**config.mk**
```make
export PLATFORM = sky130hd
export DESIGN_NAME = lexicon_sentiment_scorer_unit
export DESIGN_NICKNAME = d
export VERILOG_FILES = /design/src/hw/rtl/lss_pkg.sv /design/src/hw/rtl/lss_weight_regs.sv /design/src/hw/rtl/lss_word_tracker.sv /design/src/hw/rtl/lss_score_acc.sv /design/src/hw/rtl/lexicon_sentiment_scorer_unit.sv
export SDC_FILE = /design/constraint.sdc
export NUM_CORES = 1
export LEC_CHECK = 0
export ABC_CLOCK_PERIOD_IN_PS = 8000
export BUFFER_PORTS_ARGS = -buffer_cell sky130_fd_sc_hd__buf_4
export CAP_MARGIN = 20
export CORE_UTILIZATION = 35
export DETAILED_ROUTE_END_ITERATION = 8
export SYNTH_ARGS = -nofsm -noshare
export SYNTH_HDL_FRONTEND = slang
export SYNTH_HIERARCHICAL = 1
export SYNTH_SLANG_ARGS = --single-unit
```
**constraint.sdc**
```tcl
create_clock -name clk -period 8 [get_ports clk]
set_input_delay 0.8 -clock clk [delete_from_list [all_inputs] [get_ports clk]]
set_output_delay 0.8 -clock clk [all_outputs]
set_load 0.01 [all_outputs]
```
**src/hw/rtl/lss_pkg.sv**
```systemverilog
// Shared types and constants for the lexicon sentiment scorer.
package lss_pkg;

  // Lexicon size and longest lexicon word.
  localparam int LEX_COUNT  = 8;
  localparam int LEX_MAXLEN = 9;

  // Configuration index width; indexes at or above LEX_COUNT are ignored.
  localparam int CFG_INDEX_BITS = 8;

  // Sentiment class codes.
  localparam logic [1:0] CLASS_POSITIVE = 2'd0;
  localparam logic [1:0] CLASS_NEGATIVE = 2'd1;
  localparam logic [1:0] CLASS_NEUTRAL  = 2'd2;

  // Lexicon spelling, one row per word, padded with zero bytes.
  localparam logic [7:0] LEX_TEXT [LEX_COUNT][LEX_MAXLEN] = '{
    '{"g", "o", "o", "d", 8'h00, 8'h00, 8'h00, 8'h00, 8'h00},
    '{"g", "r", "e", "a", "t", 8'h00, 8'h00, 8'h00, 8'h00},
    '{"e", "x", "c", "e", "l", "l", "e", "n", "t"},
    '{"s", "u", "c", "c", "e", "s", "s", 8'h00, 8'h00},
    '{"b", "a", "d", 8'h00, 8'h00, 8'h00, 8'h00, 8'h00, 8'h00},
    '{"t", "e", "r", "r", "i", "b", "l", "e", 8'h00},
    '{"f", "a", "i", "l", "u", "r", "e", 8'h00, 8'h00},
    '{"c", "r", "i", "s", "i", "s", 8'h00, 8'h00, 8'h00}
  };

  // Length of each lexicon word.
  localparam logic [3:0] LEX_LEN [LEX_COUNT] = '{
    4'd4, 4'd5, 4'd9, 4'd7, 4'd3, 4'd8, 4'd7, 4'd6
  };

  // Weight values after reset.
  localparam logic [7:0] WEIGHT_RESET [LEX_COUNT] = '{
    8'h01, 8'h02, 8'h03, 8'h02, 8'hFF, 8'hFD, 8'hFE, 8'hFE
  };

  // All eight weights, element i belongs to lexicon word i.
  typedef logic [LEX_COUNT-1:0][7:0] weight_vec_t;

  // One input item.
  typedef struct packed {
    logic [7:0] text_byte;
    logic       end_of_text;
  } byte_item_t;

  // One result item.
  typedef struct packed {
    logic [1:0]         sentiment_class;
    logic signed [15:0] total_score;
  } result_item_t;

endpackage

```
**src/hw/rtl/lss_weight_regs.sv**
```systemverilog
// Configuration register file holding the eight signed word weights.
module lss_weight_regs (
  input  logic                               clk,
  input  logic                               rst,
  input  logic                               cfg_write,
  input  logic [lss_pkg::CFG_INDEX_BITS-1:0] cfg_index,
  input  logic [7:0]                         cfg_data,
  output lss_pkg::weight_vec_t               weight
);
  import lss_pkg::*;

  // A write beyond the lexicon is dropped.
  always_ff @(posedge clk) begin
    if (rst) begin
      for (int i = 0; i < LEX_COUNT; i++) begin
        weight[i] <= WEIGHT_RESET[i];
      end
    end else if (cfg_write && (cfg_index < CFG_INDEX_BITS'(LEX_COUNT))) begin
      weight[cfg_index[$clog2(LEX_COUNT)-1:0]] <= cfg_data;
    end
  end

endmodule

```
**src/hw/rtl/lss_word_tracker.sv**
```systemverilog
// Word gathering and lexicon prefix matching for one byte per cycle while step is high.
module lss_word_tracker (
  input  logic                         clk,
  input  logic                         rst,
  input  logic                         step,
  input  lss_pkg::byte_item_t          item,
  output logic [lss_pkg::LEX_COUNT-1:0] hit
);
  import lss_pkg::*;

  logic [3:0]           word_length;
  logic [3:0]           word_length_next;
  logic [LEX_COUNT-1:0] words_still_matching;
  logic [LEX_COUNT-1:0] words_still_matching_next;

  logic                 is_upper;
  logic                 is_lower;
  logic                 is_letter;
  logic [7:0]           letter;
  logic [3:0]           pos;
  logic [LEX_COUNT-1:0] keep;
  logic [3:0]           len_add;
  logic [LEX_COUNT-1:0] mask_add;
  logic [3:0]           fin_len;
  logic [LEX_COUNT-1:0] fin_mask;
  logic                 finish;

  // Classify the byte and fold capitals to lower case.
  assign is_upper  = (item.text_byte >= "A") && (item.text_byte <= "Z");
  assign is_lower  = (item.text_byte >= "a") && (item.text_byte <= "z");
  assign is_letter = is_upper || is_lower;
  assign letter    = is_upper ? (item.text_byte | 8'h20) : item.text_byte;

  // Compare the letter against each lexicon word at the current position.
  assign pos = (word_length < 4'(LEX_MAXLEN)) ? word_length : 4'd0;

  always_comb begin
    for (int i = 0; i < LEX_COUNT; i++) begin
      keep[i] = (word_length < LEX_LEN[i]) && (LEX_TEXT[i][pos] == letter);
    end
  end

  assign len_add  = (word_length == 4'd15) ? word_length : word_length + 4'd1;
  assign mask_add = words_still_matching & keep;

  // A letter on the final byte joins the word before it is scored.
  assign fin_len  = is_letter ? len_add : word_length;
  assign fin_mask = is_letter ? mask_add : words_still_matching;
  assign finish   = !is_letter || item.end_of_text;

  always_comb begin
    for (int i = 0; i < LEX_COUNT; i++) begin
      hit[i] = step && finish && fin_mask[i] && (fin_len == LEX_LEN[i]);
    end
  end

  // A finished word clears the tracker; otherwise the word grows.
  always_comb begin
    word_length_next          = word_length;
    words_still_matching_next = words_still_matching;
    if (step) begin
      if (finish) begin
        word_length_next          = 4'd0;
        words_still_matching_next = '1;
      end else begin
        word_length_next          = len_add;
        words_still_matching_next = mask_add;
      end
    end
  end

  always_ff @(posedge clk) begin
    if (rst) begin
      word_length          <= 4'd0;
      words_still_matching <= '1;
    end else begin
      word_length          <= word_length_next;
      words_still_matching <= words_still_matching_next;
    end
  end

endmodule

```
**src/hw/rtl/lss_score_acc.sv**
```systemverilog
// Saturating score accumulator and sentiment classification.
module lss_score_acc #(
  parameter int SCORE_BITS = 16
) (
  input  logic                          clk,
  input  logic                          rst,
  input  logic                          step,
  input  logic                          last,
  input  logic [lss_pkg::LEX_COUNT-1:0] hit,
  input  lss_pkg::weight_vec_t          weight,
  output lss_pkg::result_item_t         result
);
  import lss_pkg::*;

  localparam logic signed [SCORE_BITS-1:0] SCORE_MAX = {1'b0, {(SCORE_BITS-1){1'b1}}};
  localparam logic signed [SCORE_BITS-1:0] SCORE_MIN = {1'b1, {(SCORE_BITS-1){1'b0}}};

  logic signed [SCORE_BITS-1:0] running_score;
  logic signed [SCORE_BITS-1:0] running_score_next;
  logic [7:0]                   sel_weight;
  logic signed [SCORE_BITS:0]   sum;
  logic signed [SCORE_BITS-1:0] sat_sum;
  logic signed [SCORE_BITS-1:0] score_fin;
  logic signed [31:0]           score_wide;

  // At most one lexicon word matches, so an OR selects its weight.
  always_comb begin
    sel_weight = 8'h00;
    for (int i = 0; i < LEX_COUNT; i++) begin
      sel_weight = sel_weight | (hit[i] ? weight[i] : 8'h00);
    end
  end

  // Add with one guard bit and clamp on overflow.
  assign sum = (SCORE_BITS+1)'(running_score) + (SCORE_BITS+1)'($signed(sel_weight));

  always_comb begin
    if (sum[SCORE_BITS] != sum[SCORE_BITS-1]) begin
      sat_sum = sum[SCORE_BITS] ? SCORE_MIN : SCORE_MAX;
    end else begin
      sat_sum = sum[SCORE_BITS-1:0];
    end
  end

  assign score_fin = (|hit) ? sat_sum : running_score;

  // Result fields: class from the full score, score taken to 16 bits.
  assign score_wide = 32'(score_fin);

  always_comb begin
    result.total_score = score_wide[15:0];
    if (score_fin > 0) begin
      result.sentiment_class = CLASS_POSITIVE;
    end else if (score_fin < 0) begin
      result.sentiment_class = CLASS_NEGATIVE;
    end else begin
      result.sentiment_class = CLASS_NEUTRAL;
    end
  end

  // The score returns to zero after the final byte of a text.
  always_comb begin
    running_score_next = running_score;
    if (step) begin
      running_score_next = last ? '0 : score_fin;
    end
  end

  always_ff @(posedge clk) begin
    if (rst) begin
      running_score <= '0;
    end else begin
      running_score <= running_score_next;
    end
  end

endmodule

```
**src/hw/rtl/lexicon_sentiment_scorer_unit.sv**
```systemverilog
// Top level of the lexicon sentiment scorer: input register, scoring, result register.
//
// Text enters on the byte channel, one byte per item, with end_of_text set on the
// final byte. An item is taken at a clock edge where byte_valid is high and
// byte_stall is low. Letters are folded to lower case and gathered into words;
// every other byte ends a word, and a word that equals a lexicon entry adds its
// weight to a saturating score.
// Only the final byte of a text yields an item on the result channel: the class
// and the score. It passes from the input register into the result register
// once any earlier result has been taken, and waits in the result register
// until the receiver lowers result_stall.
// Throughput is one byte per cycle while byte_stall is low; a byte is scored
// combinationally between the input register and the result register.
// While the result register holds an item the receiver stalls, ordinary bytes
// keep flowing; only the next final byte waits, and byte_stall rises behind it.
// Weights are written on the cfg channel (index 0 to 7, others ignored), which
// is always ready. Reset (rst, synchronous) restores default weights and clears
// the word and the score.
module lexicon_sentiment_scorer_unit #(
  parameter int SCORE_BITS = 16
) (
  input  logic                               clk,
  input  logic                               rst,
  input  logic                               byte_valid,
  output logic                               byte_stall,
  input  lss_pkg::byte_item_t                byte_item,
  output logic                               result_valid,
  input  logic                               result_stall,
  output lss_pkg::result_item_t              result_item,
  input  logic                               cfg_valid,
  output logic                               cfg_ready,
  input  logic [lss_pkg::CFG_INDEX_BITS-1:0] cfg_index,
  input  logic [7:0]                         cfg_data
);
  import lss_pkg::*;

  logic                 s1_valid;
  byte_item_t           s1_item;
  logic                 s1_go;
  logic                 result_load;
  weight_vec_t          weight;
  logic [LEX_COUNT-1:0] hit;
  result_item_t         result;

  assign cfg_ready = 1'b1;

  // Configuration registers.
  lss_weight_regs u_weight_regs (
    .clk       (clk),
    .rst       (rst),
    .cfg_write (cfg_valid && cfg_ready),
    .cfg_index (cfg_index),
    .cfg_data  (cfg_data),
    .weight    (weight)
  );

  // A registered byte moves on unless it is final and the result register is held.
  assign s1_go       = s1_valid && !(s1_item.end_of_text && result_valid && result_stall);
  assign byte_stall  = s1_valid && !s1_go;
  assign result_load = s1_go && s1_item.end_of_text;

  // Input register.
  always_ff @(posedge clk) begin
    if (rst) begin
      s1_valid <= 1'b0;
    end else if (!byte_stall) begin
      s1_valid <= byte_valid;
    end
  end

  always_ff @(posedge clk) begin
    if (!byte_stall && byte_valid) begin
      s1_item <= byte_item;
    end
  end

  // Word tracking and scoring of the registered byte.
  lss_word_tracker u_word_tracker (
    .clk  (clk),
    .rst  (rst),
    .step (s1_go),
    .item (s1_item),
    .hit  (hit)
  );

  lss_score_acc #(
    .SCORE_BITS (SCORE_BITS)
  ) u_score_acc (
    .clk    (clk),
    .rst    (rst),
    .step   (s1_go),
    .last   (s1_item.end_of_text),
    .hit    (hit),
    .weight (weight),
    .result (result)
  );

  // Result register.
  always_ff @(posedge clk) begin
    if (rst) begin
      result_valid <= 1'b0;
    end else if (result_load) begin
      result_valid <= 1'b1;
    end else if (!result_stall) begin
      result_valid <= 1'b0;
    end
  end

  always_ff @(posedge clk) begin
    if (result_load) begin
      result_item <= result;
    end
  end

  // The input side only stalls when a byte is already held.
  a_stall_needs_item: assert property (@(posedge clk) disable iff (rst)
    byte_stall |-> s1_valid)
    else $error("byte_stall raised with an empty input register");

  // A new result only ever comes from a final byte.
  a_result_from_final: assert property (@(posedge clk) disable iff (rst)
    $rose(result_valid) |-> $past(s1_valid && s1_item.end_of_text))
    else $error("result appeared without a final byte");

  // A final byte must wait while an earlier result is still held.
  a_final_waits: assert property (@(posedge clk) disable iff (rst)
    (result_valid && result_stall && s1_valid && s1_item.end_of_text) |-> byte_stall)
    else $error("final byte not held behind a pending result");

  // A neutral class always carries a zero score.
  a_neutral_zero: assert property (@(posedge clk) disable iff (rst)
    (result_valid && (result_item.sentiment_class == CLASS_NEUTRAL))
      |-> (result_item.total_score == 16'sd0))
    else $error("neutral class with non-zero score");

endmodule

```
# Yosys cells after proc, flatten, opt, wreduce, memory -nomap -nowiden
# Memories as Yosys holds them, arrays and structs flattened.
# Index checks and enable logic that the tools add are counted.
# word_totals
reg_bits	121
rom_bits	1024
inputBits	30
output_inout_bits	21
wordCells	154
n_memories	8
# mem_list
name	depth	width	read_ports	rd_clocked_by_memory_dff	wr	line_no	source
(name not given)	16	8	1	0	0	lss_word_tracker.sv:39	keep[i] = (word_length < LEX_LEN[i]) && (LEX_TEXT[i][pos] == letter);
(name not given)	16	8	1	0	0	lss_word_tracker.sv:39	
(name not given)	16	8	1	0	0	lss_word_tracker.sv:39	
(name not given)	16	8	1	0	0	lss_word_tracker.sv:39	
(name not given)	16	8	1	0	0	lss_word_tracker.sv:39	
(name not given)	16	8	1	0	0	lss_word_tracker.sv:39	
2 more memories	n/a	n/a	n/a	n/a	n/a	n/a	
# classes
addsub	2
order_cmp	17
n_eq_ne	18
mux	41
bitwise_logic	9
reduce_logical	42
# op_table
cell	count
two-way mux 8 bit	27
bitwise mux 64 bit	1
equality test 8 bit	8
two-way mux 16 bit	4
bitwise OR 8 bit	7
logical AND 1 bit	35
demux 8 bit (select 3 bit)	1
adder 16 x 8 -> 17 bit	1
equality test 4 x 3 -> 1 bit, second input constant	4
>= comparator 8 x 7 -> 1 bit, second input constant	2
greater-than comparator 16 x 1 -> 1 bit, second input constant	1
<= comparator 8 x 7 -> 1 bit, second input constant	2
< comparator 16 x 1 -> 1 bit, second input constant	1
< comparator 4 x 3 -> 1 bit, second input constant	4
two-way mux 4 bit	4
equality test 4 bit, second input constant	3
bitwise AND 8 bit	1
< comparator 4 bit, second input constant	2
< comparator 8 x 4 -> 1 bit, second input constant	1
OR reduction 8 bit	1
two-way mux 6 bit	1
>= comparator 5 bit, second input constant	1
NOT 4 -> 5 bit	1
adder 4 x 1 -> 4 bit, second input constant	1
10 further kinds	15

# Logic depth before layout (Yosys ltp)
# depth
ltp_word	26
ltp_mapped	36

# Modules after synthesis
# The synthesis kept the hierarchy.
# by_module_without_submodules
mod	instances	cells_per_inst	area_each_um2	seq_area_each_um2
lss_weight_regs	1	234	2528.7	1281.2
lss_score_acc	1	303	2282.2	320.3
lss_word_tracker	1	311	2223.4	240.2
lexicon_sentiment_scorer_unit	1	42	914.6	850.8

# Worst setup path after synthesis
# OpenSTA, ideal clock, no wires.
# synth_path
path_type	register to register
from	reg u_word_tracker.word_length[1]
to	reg result_item[17] (netlist name) (data pin)
arrival_ns	7.022
setup_slack_ns	0.803
path_stages_with_launch	33
period_less_slack_ns	7.197
cell_sequence	dfxtp_1 -> clkbuf_1 -> inv_1 -> ha_1 -> nand2b_1 -> a21o_1 -> inv_1 -> ha_1 -> clkbuf_1 -> or4_1 -> a221oi_1 -> nand4b_1 -> o21ai_1 -> and3_1 -> buf_2 -> a22oi_1 -> nand4_1 -> ha_1 -> and2_1 -> or4_1 -> o21ai_0 -> o21ai_0 -> a21o_1 -> a21oi_1 -> xnor2_1 -> ha_1 -> clkbuf_1 -> and4_1 -> a32oi_2 -> buf_6 -> a31oi_4 -> or4b_1 -> nor4bb_1
# synth_lines
item	line_no	source
start: declaration	lss_word_tracker.sv:11	logic [3:0] word_length;
start signal: assignment	lss_word_tracker.sv:77	word_length <= word_length_next;
end signal: assignment	lexicon_sentiment_scorer_unit.sv:111	result_item <= result;
end: declaration	lexicon_sentiment_scorer_unit.sv:29	output lss_pkg::result_item_t result_item,

==> impl_summary.log <==
INFO  metric drt-pass1-iter-count = 7
INFO  metric grt_start_max_net_pins = 85
INFO  metric mappedNetlistNets = 952
INFO  metric synth-warning-count = 6
INFO  metric post_synth_cell_types = 98
INFO  metric worstRegToRegCells = 29
INFO  metric worst_skew_pair.late_latency = roughly 0.4 ns
INFO  metric final.min_clock_period = 7.47 ns
INFO  metric netlist_instances = between 800 and 900
INFO  metric synthToLayoutAreaGrowth = 14.7%
INFO  metric seq_area_frac_synth = around 34%
INFO  metric clock_tree_from_tritoncts = yes
INFO  metric worst-endpoint-required = slightly above 8 ns
INFO  metric power.density = about 160 mW/mm^2
INFO  metric wl_per_cell = 17.4 microns
INFO  metric drc_errors = 5
INFO  metric syn_area_per_cell = a little under 9 sq um
INFO  metric hold_depth = 1
INFO  metric reg2reg_setup_slack = 0.53 ns
INFO  metric grt_pass1_wl = 33.8 mm
INFO  metric end_kind = flip-flop
INFO  metric gp_congestion = around 0.86
INFO  metric postSynthRegisterBits = 121
INFO  metric cts_htree_levels = 4
INFO  metric setup_total_negative_slack = 0 ns
INFO  metric slew_violations = 0
INFO  metric min_to = u_word_tracker/words_still_matching[3]$_SDFFE_PP1P_
INFO  metric synth_enable_flop_cells = 27
INFO  metric finalCritPeriodShare = 93.4%
INFO  metric routed_wirelength = between 20 and 25 mm
INFO  metric root_buffer = clkbuf_16
INFO  metric critPathArrivalTime = 7.70 ns
INFO  metric input_output_buffers = 49
INFO  metric violations = design-rule violations
INFO  metric drt-vias-per-instance = 5.63
INFO  metric p_leak = roughly 3.7 nW
INFO  metric max-vdd-ir-drop = 0.000119 V
INFO  metric cts.sink_count = 121
INFO  metric setup_violations = 0
INFO  metric fmax = roughly 0.13 GHz
INFO  metric maximum_net_fanout_on_the_critical_path = 12
INFO  metric cts.clk_slew.worst_paths = 0.06 ns
INFO  metric ratio_of_cells_with_drive_above_1_in_the_final_layout = 15.7%
INFO  metric netlist.top_cell.by_area = dfxtp_1
INFO  metric floorplan.io_pins = 51
INFO  metric start_util = 36.1%
INFO  metric worst-slew-pin-transition = 1.01 ns
INFO  metric cp_slowest_stage_delay = 0.55 ns
INFO  metric yosysTopAreaCellShare = 23.7%
INFO  metric multi_input_comb_area = 0.00487 sq mm
INFO  metric global_route.usage.total = 18.1%
INFO  metric 1st_iter_drt_viols = 638
INFO  metric core.rowCount = 54
INFO  metric final.setup_skew = 0.00863 ns
INFO  metric vias = a little under 7,000
INFO  metric fp.dieArea = between 0.02 and 0.025 sq mm
INFO  metric worstHoldPathType = reg -> reg
INFO  metric max_slew_margin = around a third
INFO  metric stdcell_count = 1,207
INFO  metric timing.setup.critical_path_class = reg -> reg
INFO  metric regToRegEndpoint = result_item[17]$_DFFE_PP_
INFO  metric cts_hold_repair.buffers = 0
INFO  metric sequential_cell_area = 0.00269 sq mm
INFO  metric maxCapViolCount = 0
INFO  metric holdCritStartpoint = u_word_tracker/words_still_matching[3]$_SDFFE_PP1P_
INFO  metric die_width = 153 microns
INFO  metric placed_cells = 1,172
INFO  metric post_synth_instance_area = 0.00795 sq mm
INFO  metric fin_nets = 977
INFO  metric final_antenna_net_count = 0
INFO  metric grt_antenna_before_repair = 0
INFO  metric core-area = between 0.02 and 0.025 sq mm
INFO  metric start_kind = flip-flop
INFO  metric critPathSlowestCell = or4b_1
INFO  metric diodes = 0
INFO  metric status = finished, violations left
INFO  metric first_global_vias = 6,147
INFO  metric die_height = between 150 and 200 microns
INFO  metric fillerInstances = 2,171
INFO  metric clock_tree.buffer_depth = 2
INFO  metric crit_start = u_word_tracker/word_length[0]$_SDFFE_PP0P_
INFO  metric detailedPlacementHpwl = 14.5 mm
INFO  metric synth-main-ff-cell = dfxtp_1
INFO  metric overflow = 0
INFO  metric synth.top_cells.by_area = dfxtp_1 24%, edfxtp_1 10%, mux2i_1 8.9%
INFO  metric asyncSetResetFlopFracSynth = 0%
INFO  metric ys_top_cells_by_count = 94 x dfxtp_1, 94 x nor2_1, 71 x mux2i_1
INFO  metric worst_r2r_startpoint = u_word_tracker/word_length[0]$_SDFFE_PP0P_
INFO  metric hold_violations = 0
INFO  metric numCtsBuffers = 17
worst max-delay path by stage:
stage / to / depth (start not counted)
after floorplan: result_item[17]$_DFFE_PP_ / 32
after CTS: result_item[17]$_DFFE_PP_ / 28
after global placement: result_item[17]$_DFFE_PP_ / 30
after detailed placement: result_item[17]$_DFFE_PP_ / 28
final: result_item[17]$_DFFE_PP_ / 29
after global routing: result_item[17]$_DFFE_PP_ / 28
sequential cells by signal (all words and copies together) (netlist names):
signal                               count
u_weight_regs/weight                    64
result_item                             18
u_score_acc/running_score               16
s1_item                                  9
u_word_tracker/words_still_matching      8
u_word_tracker/word_length               4
result_valid                             1
s1_valid                                 1
per-layer routing:
layer	track usage (%)	vias up	wire, microns
li1	-	3322	-
met1	26.8	3267	10700
met2	26.2	188	8930
met3	3.27	24	1040
met4	6.01	0	327
met5	0	-	0
worst max-delay path, delay by kind of cell, from the launching register on:
kind / cells / cell delay (ns)
buffers and inverters: 4 / 0.69
AO/OA/AOI/OAI: 13 / 3.09
adder cells (fa/ha/maj): 4 / 1.08
flip-flops: 1 / 0.38
XOR/XNOR: 1 / 0.15
AND/OR/NAND/NOR: 7 / 1.91
placed cells by master (no fill, tap or decap), types with 12 or more instances in the layout:
cell type	n
o211ai_1	12
clkbuf_16	18
nand2_1	39
xnor2_1	20
inv_1	25
nand2b_1	51
o21ai_0	16
nor3_1	18
a21oi_1	45
dfxtp_1	93
mux2i_1	71
nor2b_1	18
nor2_1	94
edfxtp_1	27
o21a_1	12
nand4_1	14
buf_4	69
a22oi_1	37
ha_1	29
nand3_1	12
layout make-up:
| class | instances | area share (%) |
|---|---|---|
| clock inverters | 10 | 1.30 |
| flip-flops and latches | 121 | 29.5 |
| well taps | 280 | 3.84 |
| inverters | 26 | 1.07 |
| repair buffers | 69 | 5.68 |
| multi-input cells | 680 | 53.4 |
| clock buffers | 21 | 5.17 |
logic make-up (layout without fill, tap and decap cells):
| logic type | count (synthesis) | count (layout) | synth area share [%] |
|---|---|---|---|
| buffers and inverters | 89 | 126 | 5.46 |
| AOI/OAI and AO/OA | 220 | 220 | 20.0 |
| adders and majority gates | 32 | 32 | 5.13 |
| DFF | 121 | 121 | 33.9 |
| muxes | 72 | 72 | 9.08 |
| xor gates and xnor gates | 25 | 25 | 2.75 |
| other | 1 | 1 | 0.0472 |
| and+or+nand+nor | 330 | 330 | 23.7 |
repair_timing:
action | in CTS | in global routing
buffers inserted | 0 | 4
endpoints found under the setup margin | 0 | 12
gates resized for setup | 0 | 13
stage by stage:
| step | utilization [%] | hold slack, ns | worst slack [ns] | area (sq um) | power [mW] |
|---|---|---|---|---|---|
| floorplan | - | 0.418 | 0.803 | 7950 | 0.710 |
| global placement | 38.4 | 0.443 | 0.326 | 8460 | 0.744 |
| detailed placement | 38.4 | 0.449 | 0.0725 | 8460 | 0.744 |
| CTS | 41.1 | 0.461 | 0.0714 | 9050 | 1.51 |
| global route | 41.4 | 0.479 | -0.00434 | 9120 | 1.55 |
| finish | 41.4 | 0.458 | 0.526 | 9120 | 1.49 |
power by group:
group | leakage, nW | switching [mW] | internal, mW
combinational | 2.38 | 0.0508 | 0.0375
clock | 0.281 | 0.280 | 0.484
sequential | 1.02 | 0.0107 | 0.632
(Power assumes the default switching activity.)
